==> config.mk <==
export PLATFORM = sky130hd
export DESIGN_NAME = top_k_sorted_insert_table
export DESIGN_NICKNAME = d
export VERILOG_FILES = /design/src/rtl/core/tkst_pkg.sv /design/src/rtl/core/tkst_cell.sv /design/src/rtl/core/top_k_sorted_insert_table.sv
export SDC_FILE = /design/constraint.sdc
export NUM_CORES = 1
export LEC_CHECK = 0
export BUFFER_PORTS_ARGS = -buffer_cell sky130_fd_sc_hd__buf_2
export CORE_AREA = 5 5 239 241
export DETAILED_ROUTE_END_ITERATION = 8
export DIE_AREA = 0 0 244 246
export GPL_TIMING_DRIVEN = 1
export PLACE_DENSITY = 0.73
export SLEW_MARGIN = 15
export SYNTH_ARGS = -nofsm -noshare
export SYNTH_HDL_FRONTEND = slang
export SYNTH_SLANG_ARGS = --single-unit
==> constraint.sdc <==
create_clock -name clock -period 5.1 [get_ports clock]
set_clock_uncertainty 0.05 [all_clocks]
set_input_delay 0.51 -clock clock [delete_from_list [all_inputs] [get_ports clock]]
set_output_delay 0.51 -clock clock [all_outputs]
set_load 0.1 [all_outputs]
==> src/rtl/core/tkst_pkg.sv <==
// ----------------------------------------------------------------------------
// tkst_pkg
// Shared types, request codes and widths for the top-k sorted insert table.
// ----------------------------------------------------------------------------
package tkst_pkg;

   localparam int DEFAULT_ENTRIES = 5;
   localparam int MAX_ENTRIES     = 16;

   localparam int REQ_TYPE_W   = 2;
   localparam int KEY_W        = 16;
   localparam int NAME_LOW_W   = 64;
   localparam int NAME_HIGH_W  = 16;
   localparam int INDEX_W      = 3;
   localparam int POSITION_W   = 3;
   // wide enough to hold MAX_ENTRIES before masking to the port width
   localparam int POS_CALC_W   = 5;

   localparam logic [REQ_TYPE_W-1:0] REQ_INSERT = 2'd0;
   localparam logic [REQ_TYPE_W-1:0] REQ_QUERY  = 2'd1;
   localparam logic [REQ_TYPE_W-1:0] REQ_READ   = 2'd2;
   localparam logic [REQ_TYPE_W-1:0] REQ_CLEAR  = 2'd3;

   typedef struct packed {
      logic signed [KEY_W-1:0]  key;
      logic [NAME_LOW_W-1:0]    name_low;
      logic [NAME_HIGH_W-1:0]   name_high;
   } entry_type;

   typedef struct packed {
      logic      insert;
      logic      clear;
      entry_type entry;
   } cmd_type;

endpackage

==> src/rtl/core/tkst_cell.sv <==
// ----------------------------------------------------------------------------
// tkst_cell
// One slot of the sorted table: compares the broadcast key against its own,
// and on insert either takes its upper neighbor's entry, takes the new one or keeps its own; clear zeroes it.
// ----------------------------------------------------------------------------
module tkst_cell (
   input  logic               clock,
   input  logic               reset,
   input  tkst_pkg::cmd_type  cmd,
   input  tkst_pkg::entry_type prev_entry,
   input  logic               prev_gt,
   output tkst_pkg::entry_type entry,
   output logic               gt
);
   import tkst_pkg::*;

   entry_type entry_ff;
   entry_type entry_in;

   assign gt = cmd.entry.key > entry_ff.key;

   always_comb begin
      entry_in = entry_ff;
      if (cmd.clear) begin
         entry_in = '0;
      end else if (cmd.insert) begin
         // a slot above already won, so everything from there down moves one place
         if (prev_gt) begin
            entry_in = prev_entry;
         end else if (gt) begin
            entry_in = cmd.entry;
         end
      end
   end

   always_ff @(posedge clock) begin
      if (reset) begin
         entry_ff <= '0;
      end else begin
         entry_ff <= entry_in;
      end
   end

   assign entry = entry_ff;

endmodule

==> src/rtl/core/top_k_sorted_insert_table.sv <==
// ----------------------------------------------------------------------------
// top_k_sorted_insert_table
// Descending table of the best keys with payload, built as a chain of cells.
// ----------------------------------------------------------------------------
// For each request beat every cell compares the new key against its own in
// parallel and the row of cells shifts in the same edge, so a new beat is
// taken every cycle as long as the result beat is taken.
// The result sits in one output register; the request side stalls only while
// that register holds a beat the receiver is stalling. Reset empties the
// table to all-zero keys and payloads at once. Ties rank the new key below.
// ----------------------------------------------------------------------------
module top_k_sorted_insert_table #(
   parameter int ENTRIES = tkst_pkg::DEFAULT_ENTRIES
) (
   input  logic                                   clock,
   input  logic                                   reset,
   input  logic                                   req_valid,
   output logic                                   req_stall,
   input  logic [tkst_pkg::REQ_TYPE_W-1:0]        req_type,
   input  logic signed [tkst_pkg::KEY_W-1:0]      req_new_score,
   input  logic [tkst_pkg::NAME_LOW_W-1:0]        req_name_low_chars,
   input  logic [tkst_pkg::NAME_HIGH_W-1:0]       req_name_high_chars,
   input  logic [tkst_pkg::INDEX_W-1:0]           req_entry_index,
   output logic                                   rsp_valid,
   input  logic                                   rsp_stall,
   output logic [tkst_pkg::POSITION_W-1:0]        rsp_position,
   output logic                                   rsp_placed,
   output logic signed [tkst_pkg::KEY_W-1:0]      rsp_entry_score,
   output logic [tkst_pkg::NAME_LOW_W-1:0]        rsp_entry_name_low,
   output logic [tkst_pkg::NAME_HIGH_W-1:0]       rsp_entry_name_high
);
   import tkst_pkg::*;

   localparam int IdxW = (ENTRIES > 1) ? $clog2(ENTRIES) : 1;

   logic                 accept;
   cmd_type              cmd;
   entry_type            cell_entry [ENTRIES];
   logic [ENTRIES-1:0]   cell_gt;
   logic [POS_CALC_W-1:0] pos_full;
   logic [IdxW-1:0]      rd_idx;
   entry_type            rd_entry;

   logic                  rsp_valid_ff;
   logic                  rsp_valid_in;
   logic [POSITION_W-1:0] position_ff;
   logic [POSITION_W-1:0] position_in;
   logic                  placed_ff;
   logic                  placed_in;
   entry_type             rd_ff;
   entry_type             rd_in;

   assign req_stall = rsp_valid_ff && rsp_stall;
   assign accept    = req_valid && !req_stall;

   assign cmd.insert          = accept && (req_type == REQ_INSERT);
   assign cmd.clear           = accept && (req_type == REQ_CLEAR);
   assign cmd.entry.key       = req_new_score;
   assign cmd.entry.name_low  = req_name_low_chars;
   assign cmd.entry.name_high = req_name_high_chars;

   for (genvar i = 0; i < ENTRIES; i++) begin : g_cell
      if (i == 0) begin : g_head
         tkst_cell u_cell (
            .clock      (clock),
            .reset      (reset),
            .cmd        (cmd),
            .prev_entry ('0),
            .prev_gt    (1'b0),
            .entry      (cell_entry[i]),
            .gt         (cell_gt[i])
         );
      end else begin : g_body
         tkst_cell u_cell (
            .clock      (clock),
            .reset      (reset),
            .cmd        (cmd),
            .prev_entry (cell_entry[i-1]),
            .prev_gt    (cell_gt[i-1]),
            .entry      (cell_entry[i]),
            .gt         (cell_gt[i])
         );
      end
   end

   // first slot whose key the new key beats; the table stays sorted
   always_comb begin
      pos_full = POS_CALC_W'(ENTRIES);
      for (int i = ENTRIES - 1; i >= 0; i--) begin
         if (cell_gt[i]) begin
            pos_full = POS_CALC_W'(i);
         end
      end
   end

   assign rd_idx = IdxW'(req_entry_index);

   always_comb begin
      rd_entry = '0;
      if (32'(req_entry_index) < ENTRIES) begin
         rd_entry = cell_entry[rd_idx];
      end
   end

   always_comb begin
      position_in = '0;
      placed_in   = 1'b0;
      rd_in       = '0;
      case (req_type)
         REQ_INSERT, REQ_QUERY: begin
            position_in = pos_full[POSITION_W-1:0];
            placed_in   = |cell_gt;
         end
         REQ_READ: begin
            rd_in = rd_entry;
         end
         default: begin
         end
      endcase
   end

   always_comb begin
      rsp_valid_in = rsp_valid_ff && rsp_stall;
      if (accept) begin
         rsp_valid_in = 1'b1;
      end
   end

   always_ff @(posedge clock) begin
      if (reset) begin
         rsp_valid_ff <= 1'b0;
      end else begin
         rsp_valid_ff <= rsp_valid_in;
      end
   end

   always_ff @(posedge clock) begin
      if (accept) begin
         position_ff <= position_in;
         placed_ff   <= placed_in;
         rd_ff       <= rd_in;
      end
   end

   assign rsp_valid           = rsp_valid_ff;
   assign rsp_position        = position_ff;
   assign rsp_placed          = placed_ff;
   assign rsp_entry_score     = rd_ff.key;
   assign rsp_entry_name_low  = rd_ff.name_low;
   assign rsp_entry_name_high = rd_ff.name_high;

endmodule

; After elaboration in Yosys (flattened, before gate mapping)
; Index checks and enable logic that the tools add are counted.
[classes]
muxes = 16
reduce_logical = 22
eq_ne = 3
bitwise = 2
n_lt_le_gt_ge = 7
[ops]
columns = op, count
row1 = $mux W96, 10
row2 = $bmux W96 S3, 1
row3 = $gt A16 B16 Y1, 5
row4 = $reduce_and A2 Y1, 6
row5 = $reduce_or A5 Y1, 2
row6 = $reduce_bool A2 Y1, 4
row7 = $reduce_or A2 Y1, 3
row8 = $eq A2 B2 Y1 const B, 2
row9 = $ge A4 B4 Y1 const B, 1
row10 = $logic_and A1 B1 Y1, 4
row11 = $mux W2, 2
row12 = $not A3 Y4, 1
row13 = $lt A3 B3 Y1 const B, 1
row14 = $mux W1, 3
row15 = $reduce_or A3 Y1, 1
row16 = $eq A2 B1 Y1 const B, 1
row17 = $logic_not A2 Y1, 1
row18 = $logic_not A1 Y1, 1
row19 = $not A1 Y1, 1
[word_totals]
reg_bits = 581
in_bits = 105
output_inout_bits = 102
elab_cells = 73

; Depth between registers and ports, before layout
; Gate-level depths: netlist (run 1).
[depth]
ltp_word = 5
mapped_depth = 13
ltp_nobuf = 9

; Modules after synthesis
; Synthesis (run 1) repeated with hierarchy kept, for this count alone.
[hier_totals]
hier_cells = 4133
area_unflattened_um2 = 36143.4
[modules_own_cells]
columns = mod, seq_area_each_um2, area_each_um2, instances, cells_per_inst
row1 = tkst_cell at g_cell[2].g_body.u_cell ..., 1921.8, 5512.8, 3, 630
row2 = tkst_cell at g_cell[0].g_head.u_cell ..., 1921.8, 6251.0, 2, 837
row3 = top_k_sorted_insert_table, 3022.9, 7103.1, 1, 569

; Worst setup path after synthesis (run 1)
; No wires, ideal clock.
[synth_path]
path_type = reg-to-reg
from = register rsp_valid_ff, in the netlist rsp_valid
to = register g_cell[1].g_body.u_cell.entry_ff, in the netlist g_cell[1].g_body.u_cell.entry[80]
t_arrival_ps = 4091
t_required_ps = 4912
period_less_slack_ps = 4279
setup_time_ps = 138
path_buffers = 3
slack_ps = 821
path_stages_with_launch = 9
cell_sequence = dfxtp_1 nand2_1 nand2_1 inv_1 a31o_2 clkbuf_1 clkbuf_1 clkbuf_1 a211oi_1
[synth_via]
elab_chain_cells = 5
word_cells_on_any_way = 7
cone_classes = 7 x reduce/logical
[synth_rtl]
columns = item, line_no
row1 = start: declaration, top_k_sorted_insert_table.sv:44  ; logic rsp_valid_ff;
row2 = start signal: assignment, top_k_sorted_insert_table.sv:133  ; rsp_valid_ff <= rsp_valid_in;
row3 = $logic_and A1 B1 Y1 (*), top_k_sorted_insert_table.sv:53  ; assign req_stall = rsp_valid_ff && rsp_stall;
row4 = $logic_not A1 Y1 (*), top_k_sorted_insert_table.sv:54  ; assign accept = req_valid && !req_stall;
row5 = $logic_and A1 B1 Y1 (*), top_k_sorted_insert_table.sv:54
row6 = net accept, top_k_sorted_insert_table.sv:36  ; logic accept;
row7 = $logic_and A1 B1 Y1 (on tied branches), "top_k_sorted_insert_table.sv:56, top_k_sorted_insert_table.sv:57"
row8 = $reduce_and A2 Y1 (no source line) or $reduce_or A2 Y1 (tied branches), n/a
row9 = end signal: assignment, tkst_cell.sv:40  ; entry_ff <= entry_in;
row10 = end: declaration, tkst_cell.sv:17  ; entry_type entry_ff;
; Mark *: on every way through the listed nets, which the timed path passes. The rest lies on a longest branch.
; A chain may end at the register's enable or synchronous reset.

; Worst setup path in the final report (run 1)
[layout_path]
from = register g_cell[1].g_body.u_cell.entry_ff, in the netlist g_cell[1].g_body.u_cell.entry[95]
to = register g_cell[2].g_body.u_cell.entry_ff, in the netlist g_cell[2].g_body.u_cell.entry[64]
[layout_via]
elab_chain_cells = 3
word_cells_on_any_way = 4
cone_classes = 1 x order compare / 1 x mux / 2 x reduce/logical
[layout_rtl]
columns = item, line_no
row1 = $gt A16 B16 Y1 (*), tkst_cell.sv:20  ; assign gt = cmd.entry.key > entry_ff.key;
row2 = $reduce_bool A2 Y1 (no source line), n/a
row3 = $reduce_and A2 Y1 (no source line), n/a
row4 = end signal: assignment, tkst_cell.sv:40
row5 = end: declaration, tkst_cell.sv:17
; Every way passes the cells marked *; elsewhere a longest branch is shown, timed or not.

==> results_tabular.tex, run 1 <==
\begin{tabular}{lr}
\hline
Metric & Value \\
\hline
\multicolumn{2}{l}{\textbf{Power and ir drop}} \\
Net switching power & 3.61 mW \\
Power Total & approximately 12 mW \\
Largest vdd supply drop & $\sim$0.00026 V \\
Total leakage power & around 12 nW \\
Gate power share & between 10\% and 20\% \\
Power share of the sequential group & between 40\% and 50\% \\
Share of power burned in the clock network & 40.2\% \\
Fraction of power spent switching nets & around 30\% \\
Power per unit of standard cell area & approximately 360 nW/um\^{}2 \\
Internal power contribution & around 8.4 mW \\
\multicolumn{2}{l}{\textbf{Synthesis}} \\
Post-synth cell types & 48 \\
Most common library cells after synthesis & sky130\_fd\_sc\_hd\_\_dfxtp\_1 (481), sky130\_fd\_sc\_hd\_\_nand2\_1 (401), sky130\_fd\_sc\_hd\_\_mux2i\_1 (271) \\
Count of yosys warnings during synthesis & 0 \\
Post-synthesis sequential element count & about 580 \\
Top area cells in the synthesized netlist & sky130\_fd\_sc\_hd\_\_dfxtp\_1 (32\%), sky130\_fd\_sc\_hd\_\_edfxtp\_1 (10\%), sky130\_fd\_sc\_hd\_\_mux2i\_1 (9.1\%), sky130\_fd\_sc\_hd\_\_mux4\_2 (7.3\%), sky130\_fd\_sc\_hd\_\_nand2\_1 (5.1\%) \\
Number of nets produced by synthesis & approximately 3300 \\
Synthesized netlist cell count & roughly 3200 \\
Sequential fraction of the synthesis area & 42.4\% \\
Most frequent cell after synthesis & sky130\_fd\_sc\_hd\_\_dfxtp\_1 \\
Post-synth top area cell & sky130\_fd\_sc\_hd\_\_dfxtp\_1 \\
Yosys top cell area share & between 30\% and 40\% \\
Area of the mapped netlist & 29800 sq um \\
Mean post-synth cell area & around 9.4 sq um \\
Most used flip-flop cell after synthesis & sky130\_fd\_sc\_hd\_\_dfxtp\_1 \\
Number of enable-type register cells in the synthesized netlist & 100 \\
Async S/R FF share, synth & 0\% \\
\multicolumn{2}{l}{\textbf{Cells and area}} \\
Total number of nets in the final design & 3340 \\
Final core utilization & 61.1\% \\
Non-filler cells, final & 3933 \\
Layout cells sized above 1 & about 16\% \\
Layout overhead on the synthesized area & 12.2\% \\
\multicolumn{2}{l}{\textbf{Setup path}} \\
Data arrival, critical path & approximately 4.4 ns \\
Startpoint of the worst register-to-register path & g\_cell[1].g\_body.u\_cell.entry[95]\$\_SDFFE\_PP0P\_ \\
Critical path startpoint category & register \\
Dominant delay contributor by cell family on the critical path & compound AO/OA/AOI/OAI gates \\
Critical path buffers and inverters & 3 \\
CP max stage delay & 0.64 ns \\
Setup slack of the most critical reg-to-reg path & roughly 1.1 ns \\
CP Cell Sequence & inv\_1 > ha\_1 > nand4\_1 > nor4\_1 > a21boi\_1 > o41ai\_1 > buf\_4 > and2\_4 > a21oi\_4 > buf\_12 > a31oi\_1 \\
Classification of the worst setup path & reg2reg \\
Startpoint of the most critical setup path & g\_cell[1].g\_body.u\_cell.entry[95]\$\_SDFFE\_PP0P\_ \\
CP max stage cell & sky130\_fd\_sc\_hd\_\_a21oi\_4 \\
Highest fanout seen on the critical path & 53 \\
Number of cells on the critical path & 11 \\
Count of cells along the worst register-to-register path & 11 \\
Critical path endpoint category & register \\
Capture instance of the worst register-to-register path & g\_cell[2].g\_body.u\_cell.entry[64]\$\_SDFFE\_PP0P\_ \\
Crit path required time & about 5.5 ns \\
\multicolumn{2}{l}{\textbf{Floorplanning}} \\
Die W & 244 microns \\
Core area & 54700 sq um \\
Number of I/O pins & 207 \\
Die span in y & 246 microns \\
Std-Cell Rows & 86 \\
Floorplan die area & around 60000 sq um \\
Effective utilization at floorplan & a little over half \\
\multicolumn{2}{l}{\textbf{Min path}} \\
Number of instances on the worst hold path & 2 \\
Hold Crit Class & in2reg \\
End of the worst hold path & rsp\_valid\$\_SDFF\_PP0\_ \\
HP Start & reset \\
\multicolumn{2}{l}{\textbf{Timing}} \\
Top achievable clock speed & 0.251 GHz \\
\# setup viols final & 0 \\
Least-Margin Pin Slew & between 1 and 1.5 ns \\
Final Slew Violations & 0 \\
Final hold viol count & 0 \\
Accumulated negative setup slack & 0 ns \\
Time the worst path needs with I/O delays and setup & a little under 4 ns \\
Slew HR & 26.3\% \\
Portion of the clock cycle consumed by the worst path in the final layout & 78.0\% \\
Unrepaired setup endpoints after global routing & false \\
Setup ws final & 1.12 ns \\
\multicolumn{2}{l}{\textbf{Place}} \\
Count of input and output buffers & approximately 200 \\
Detailed Place HPWL & $\sim$55000 microns \\
Pre-CTS setup slack & about 1.0 ns \\
Placer congestion estimate & approximately 0.9 \\
Total instance count after detailed placement & about 3800 \\
\multicolumn{2}{l}{\textbf{Global routing}} \\
Number of antenna violations at the first check in global routing & 29 \\
First-pass GRT wire length & between 150000 and 200000 microns \\
Maximum number of pins on one net before global-route repair & between 150 and 200 \\
Via count of the first global-routing pass & between 20000 and 30000 \\
Total Routing Usage GR & about a third \\
Aggregate global routing overflow & 0 \\
\multicolumn{2}{l}{\textbf{Clocking}} \\
CTS Sinks & 581 \\
Inserted Clock Buffers & 59 \\
Maximum clock insertion buffer count & 3 \\
Clock tree from TritonCTS & built \\
Register clock-pin slew on the reported worst setup and hold paths & about 0.070 ns \\
Clock latency reported for the late side of the worst-skew pair & between 0.6 and 0.7 ns \\
Buffers inserted by post-CTS timing repair & 0 \\
Cell at the root of the clock tree & sky130\_fd\_sc\_hd\_\_clkbuf\_16 \\
Cts-stage hold buffer count & 0 \\
Maximum level of the CTS H-tree & 2 \\
Number of instances resized during post-cts repair & 0 \\
\multicolumn{2}{l}{\textbf{Run}} \\
Max capacitance violation total & 0 \\
\multicolumn{2}{l}{\textbf{Route}} \\
Via density per instance & 6.85 \\
Number of antenna-violating nets in the routed design & 0 \\
Routed WL per cell & 25.3 microns \\
DRC marker count from the first detailed-route iteration & around 3200 \\
Total detailed-routing wirelength & 99600 microns \\
Vias after detailed routing & $\sim$27000 \\
Drt pass-1 iters & 8 \\
Count of unresolved DRC violations after routing & 0 \\
\multicolumn{2}{l}{\textbf{Status}} \\
Outcome & completed \\
\hline
\end{tabular}
-- registers in the layout, indices dropped and copies added, names as in the netlist --
register / cells
rsp_entry_name_low: 64
rsp_position: 3
rsp_placed: 1
rsp_valid: 1
rsp_entry_name_high: 16
rsp_entry_score: 16
g_cell.g_head.u_cell.entry: 96
g_cell.g_body.u_cell.entry: 384
-- through the flow --
| step | hold WS (ns) | instance area (sq um) |
|---|---|---|
| finish | 0.0571 | 33400 |
| global route | 0.0610 | 33400 |
| CTS | 0.0429 | 33400 |
| detailed placement | 0.415 | 31200 |
| global placement | 0.405 | 31200 |
| floorplan | 0.396 | 29800 |
-- power by group through the flow --
stage	sequential [mW]	clock (mW)	combinational, mW
after floorplan	5.36	0	1.23
after global placement	5.10	0	2.06
after detailed placement	5.11	0	2.11
after CTS	5.02	4.85	2.12
after global routing	5.04	5.06	2.26
final	5.02	4.83	2.16
-- per-layer routing --
metal / GRT usage [%] / routed length (microns) / vias up
met5: 0 / 113 / -
met1: 40.0 / 38000 / 13100
li1: - / - / 11800
met3: 6.92 / 10400 / 371
met2: 51.1 / 46400 / 1677
met4: 16.3 / 4640 / 16
-- placed cells by master, fill, tap and decap left out, types with 4 or more instances in the layout --
cell and instances:
sky130_fd_sc_hd__nor3_1 17, sky130_fd_sc_hd__mux2i_1 271, sky130_fd_sc_hd__o21ai_0 22, sky130_fd_sc_hd__clkbuf_8 7, sky130_fd_sc_hd__a21oi_1 240, sky130_fd_sc_hd__a41oi_1 16, sky130_fd_sc_hd__a31oi_1 96, sky130_fd_sc_hd__diode_2 23
sky130_fd_sc_hd__clkbuf_16 60, sky130_fd_sc_hd__dfxtp_1 481, sky130_fd_sc_hd__o211ai_1 51, sky130_fd_sc_hd__bufinv_16 12, sky130_fd_sc_hd__clkbuf_1 15, sky130_fd_sc_hd__clkinv_2 11, sky130_fd_sc_hd__inv_1 81, sky130_fd_sc_hd__a211oi_1 195
sky130_fd_sc_hd__buf_4 35, sky130_fd_sc_hd__nand2_1 399, sky130_fd_sc_hd__o21ai_1 5, sky130_fd_sc_hd__o211ai_2 36, sky130_fd_sc_hd__nor2b_1 4, sky130_fd_sc_hd__a22oi_1 96, sky130_fd_sc_hd__nor4_1 5, sky130_fd_sc_hd__nand4_1 94
sky130_fd_sc_hd__mux4_2 96, sky130_fd_sc_hd__o31ai_1 96, sky130_fd_sc_hd__ha_1 80, sky130_fd_sc_hd__nor2_1 215, sky130_fd_sc_hd__and4_1 4, sky130_fd_sc_hd__a21o_1 5, sky130_fd_sc_hd__buf_12 19, sky130_fd_sc_hd__nand3_1 87
sky130_fd_sc_hd__buf_2 204, sky130_fd_sc_hd__edfxtp_1 100
-- how the worst max path moves through the flow --
stage                                                endpoint
3_5_place_dp   g_cell[2].g_body.u_cell.entry[65]$_SDFFE_PP0P_
3_3_place_gp   g_cell[2].g_body.u_cell.entry[64]$_SDFFE_PP0P_
4_1_cts        g_cell[2].g_body.u_cell.entry[64]$_SDFFE_PP0P_
6_report       g_cell[2].g_body.u_cell.entry[64]$_SDFFE_PP0P_
2_1_floorplan  g_cell[1].g_body.u_cell.entry[80]$_SDFFE_PP0P_
5_1_grt        g_cell[2].g_body.u_cell.entry[64]$_SDFFE_PP0P_
-- logic make-up (layout without fill, tap and decap cells) --
kind of cell,count (synthesis),in the layout,share of synthesized area (%)
AND/OR/NAND/NOR,841,841,12.1
buffers and inverters,403,454,5.45
other,0,23,0
multiplexers,368,368,16.4
flip-flops,581,581,42.4
adder cells (fa/ha/maj),80,80,3.36
AO/OA/AOI/OAI,882,882,20.3
-- area by class of cell --
class,instances,area [sq um]
Antenna cell,23,57.6
Clock buffer,82,1650
Clock inverter,30,498
Fill cell,4469,21200
Inverter,83,315
Multi-Input combinational cell,2171,15700
Sequential cell,581,12600
Tap cell,704,881
Timing Repair Buffer,259,1680
Power figures use the tool's default switching activity.
==> run 2, diff against run 1 <==
--- a/config.mk
+++ b/config.mk
@@ -10,7 +10,7 @@
 export DETAILED_ROUTE_END_ITERATION = 8
 export DIE_AREA = 0 0 244 246
 export GPL_TIMING_DRIVEN = 1
-export PLACE_DENSITY = 0.73
+export PLACE_DENSITY = 0.76
 export SLEW_MARGIN = 15
 export SYNTH_ARGS = -nofsm -noshare
 export SYNTH_HDL_FRONTEND = slang
==> constraint.sdc (replaced) <==
create_clock -name clock -period 3.35 [get_ports clock]
set_clock_uncertainty 0.05 [all_clocks]
set_input_delay 0.335 -clock clock [delete_from_list [all_inputs] [get_ports clock]]
set_output_delay 0.335 -clock clock [all_outputs]
set_load 0.1 [all_outputs]
==> run 2 against run 1 <==
  * Core utilization up 2.5 points
  * Final cell count up 2.8%
  * Hold slack worse by 0.034 ns
  * Sequential cell count unchanged
  * Total power up 49%
  * Global-route usage up 0.35 points
  * Design area up 4.0%
  * First-iteration DRC count down 3.4%
  * Count of clock-buffer cells in the layout up 4
  * Via count up 2.2%
  * Highest routed layer is now met4
  * Routed wire length up 0.42%
  * Largest cell class unchanged
==> results_tabular.tex, run 2 (synthesis gave the netlist of run 1 again) <==
\begin{tabular}{lr}
\hline
Metric & Value \\
\hline
\multicolumn{2}{l}{\textbf{Clocking}} \\
CTS Sinks & between 500 and 600 \\
Clock latency reported for the late side of the worst-skew pair & around 0.64 ns \\
Clock tree from TritonCTS & built \\
Register clock-pin slew on the reported worst setup and hold paths & roughly 0.060 ns \\
Inserted Clock Buffers & 58 \\
Cell at the root of the clock tree & sky130\_fd\_sc\_hd\_\_clkbuf\_16 \\
Maximum clock insertion buffer count & 3 \\
Maximum level of the CTS H-tree & 2 \\
\multicolumn{2}{l}{\textbf{Min path}} \\
Hold Crit Class & in2reg \\
Number of instances on the worst hold path & 3 \\
HP Start & req\_new\_score[2] \\
End of the worst hold path & g\_cell[0].g\_head.u\_cell.entry[82]\$\_SDFFE\_PP0P\_ \\
\multicolumn{2}{l}{\textbf{Route}} \\
Total detailed-routing wirelength & roughly 100000 microns \\
Drt pass-1 iters & 6 \\
Vias after detailed routing & 27500 \\
Routed WL per cell & 24.7 microns \\
DRC marker count from the first detailed-route iteration & 3100 \\
Via density per instance & roughly 6.8 \\
Count of unresolved DRC violations after routing & 0 \\
Number of antenna-violating nets in the routed design & 0 \\
\multicolumn{2}{l}{\textbf{Cells and area}} \\
Number of flip-flops under the largest register name & 384 \\
Layout overhead on the synthesized area & 16.7\% \\
Fill count & between 4000 and 5000 \\
Most frequent standard cell in the layout excluding fill and tap cells & sky130\_fd\_sc\_hd\_\_dfxtp\_1 \\
Layout cells sized above 1 & between 10\% and 20\% \\
Top library cells by usage in the layout, fill and taps aside & sky130\_fd\_sc\_hd\_\_dfxtp\_1 (480), sky130\_fd\_sc\_hd\_\_nand2\_1 (397), sky130\_fd\_sc\_hd\_\_mux2i\_1 (271) \\
Total number of nets in the final design & around 3500 \\
\multicolumn{2}{l}{\textbf{Timing}} \\
\# setup viols final & 0 \\
Unrepaired setup endpoints after global routing & false \\
Final Slew Violations & 0 \\
Top achievable clock speed & a little over 0.3 GHz \\
Final hold viol count & 0 \\
Min Hold Slack & between 0.02 and 0.025 ns \\
Least-Margin Pin Slew & $\sim$0.94 ns \\
Slew HR & 37.3\% \\
Portion of the clock cycle consumed by the worst path in the final layout & 96.4\% \\
Time the worst path needs with I/O delays and setup & around 3.2 ns \\
\multicolumn{2}{l}{\textbf{Power and ir drop}} \\
Total leakage power & 12.7 nW \\
Power per unit of standard cell area & slightly above 500 nW/um\^{}2 \\
Largest vdd supply drop & 0.000433 V \\
Power Total & roughly 18 mW \\
\multicolumn{2}{l}{\textbf{Setup path}} \\
Startpoint of the worst register-to-register path & g\_cell[2].g\_body.u\_cell.entry[93]\$\_SDFFE\_PP0P\_ \\
Highest fanout seen on the critical path & 22 \\
Data arrival, critical path & between 3 and 4 ns \\
Dominant delay contributor by cell family on the critical path & compound AO/OA/AOI/OAI gates \\
CP Cell Sequence & dlygate4sd3\_1 > buf\_2 > ha\_1 > a21o\_1 > a2111o\_1 > a21oi\_1 > a31o\_2 > buf\_4 > nor2\_4 > buf\_4 > o31ai\_1 > a31oi\_1 \\
Count of cells along the worst register-to-register path & 11 \\
Critical path buffers and inverters & 4 \\
Startpoint of the most critical setup path & req\_new\_score[13] \\
Critical path startpoint category & primary input \\
Number of cells on the critical path & 12 \\
Capture instance of the worst register-to-register path & g\_cell[2].g\_body.u\_cell.entry[19]\$\_SDFFE\_PP0P\_ \\
Crit path required time & around 3.8 ns \\
CP max stage delay & between 0.5 and 0.6 ns \\
Most frequent cell on the critical path & sky130\_fd\_sc\_hd\_\_buf\_4 \\
Setup slack of the most critical reg-to-reg path & approximately 0.17 ns \\
Critical path endpoint category & register \\
Classification of the worst setup path & in2reg \\
CP max stage cell & sky130\_fd\_sc\_hd\_\_dlygate4sd3\_1 \\
\multicolumn{2}{l}{\textbf{Place}} \\
Detailed Place HPWL & between 50000 and 60000 microns \\
Count of input and output buffers & approximately 200 \\
Placer congestion estimate & 0.939 \\
\multicolumn{2}{l}{\textbf{Floorplanning}} \\
Effective utilization at floorplan & 54.5\% \\
Floorplan die area & roughly 60000 sq um \\
Die span in y & 246 microns \\
Number of I/O pins & just over 200 \\
Die W & 244 microns \\
Std-Cell Rows & 86 \\
Core area & around 55000 sq um \\
\multicolumn{2}{l}{\textbf{Global routing}} \\
First-pass GRT wire length & $\sim$160000 microns \\
Number of antenna violations at the first check in global routing & 6 \\
Via count of the first global-routing pass & about 27000 \\
Maximum number of pins on one net before global-route repair & $\sim$180 \\
Aggregate global routing overflow & 0 \\
Total Routing Usage GR & a little under a third \\
\multicolumn{2}{l}{\textbf{Run}} \\
Max capacitance violation total & 0 \\
\multicolumn{2}{l}{\textbf{Status}} \\
Outcome & completed \\
\hline
\end{tabular}
[run 2: worst max path at each step]
| stage | to | slack [ns] |
|---|---|---|
| 3_3_place_gp | g_cell[1].g_body.u_cell.entry[24]$_SDFFE_PP0P_ | 0.14 |
| 6_report | g_cell[2].g_body.u_cell.entry[19]$_SDFFE_PP0P_ | 0.12 |
| 5_1_grt | g_cell[1].g_body.u_cell.entry[31]$_SDFFE_PP0P_ | 0.03 |
| 3_5_place_dp | g_cell[1].g_body.u_cell.entry[17]$_SDFFE_PP0P_ | 0.11 |
| 2_1_floorplan | g_cell[4].g_body.u_cell.entry[0]$_SDFFE_PP0P_ | -0.14 |
| 4_1_cts | g_cell[2].g_body.u_cell.entry[19]$_SDFFE_PP0P_ | 0.10 |
[run 2: where the power goes]
group          internal [mW]  leakage (nW)  switching [mW]
Clock                   3.87         0.950            2.86
Sequential              7.42          4.92           0.226
Combinational           1.17          6.83            2.39
[run 2: area by class of cell]
type | count | area (sq um) | area share [%]
Inverter | 83 | 317 | 0.911
Sequential cell | 581 | 12600 | 36.3
Clock buffer | 86 | 1690 | 4.86
Tap cell | 704 | 881 | 2.53
Antenna cell | 10 | 25.0 | 0.0720
Timing Repair Buffer | 385 | 3250 | 9.35
Clock inverter | 22 | 255 | 0.734
Multi-Input combinational cell | 2171 | 15700 | 45.2
[run 2: through the flow]
step	cell area, sq um	setup slack, ns	cells	setup TNS [ns]	util (%)
global placement	31900	0.142	3834	0	58.3
finish	34800	0.120	4042	0	63.6
CTS	34700	0.102	4032	0	63.5
detailed placement	31900	0.111	3834	0	58.3
global route	34700	0.0312	4036	0	63.6
floorplan	29800	-0.140	3155	-9.12	-
[run 2: timing repair]
action / 4_1_cts / 5_1_grt
endpoints found under the hold margin: 168 / 0
hold buffers: 90 / 0
setup buffers: 0 / 0
resized for setup: 0 / 3
endpoints found under the setup margin: 0 / 38
[run 2: per-layer routing]
layer  share of wire [%]  up-vias  track usage, %
li1                    -    12100               -
met5                   0        -               0
met4                 4.0        0            14.1
met1                  39    13400            41.7
met2                  47     1757            51.7
met3                  10      320            6.45
[run 2: tightest hold or removal path: stages]
cell and delay [ns]:
sky130_fd_sc_hd__buf_2 0.18, sky130_fd_sc_hd__nand2_1 0.08, sky130_fd_sc_hd__a21oi_1 0.05
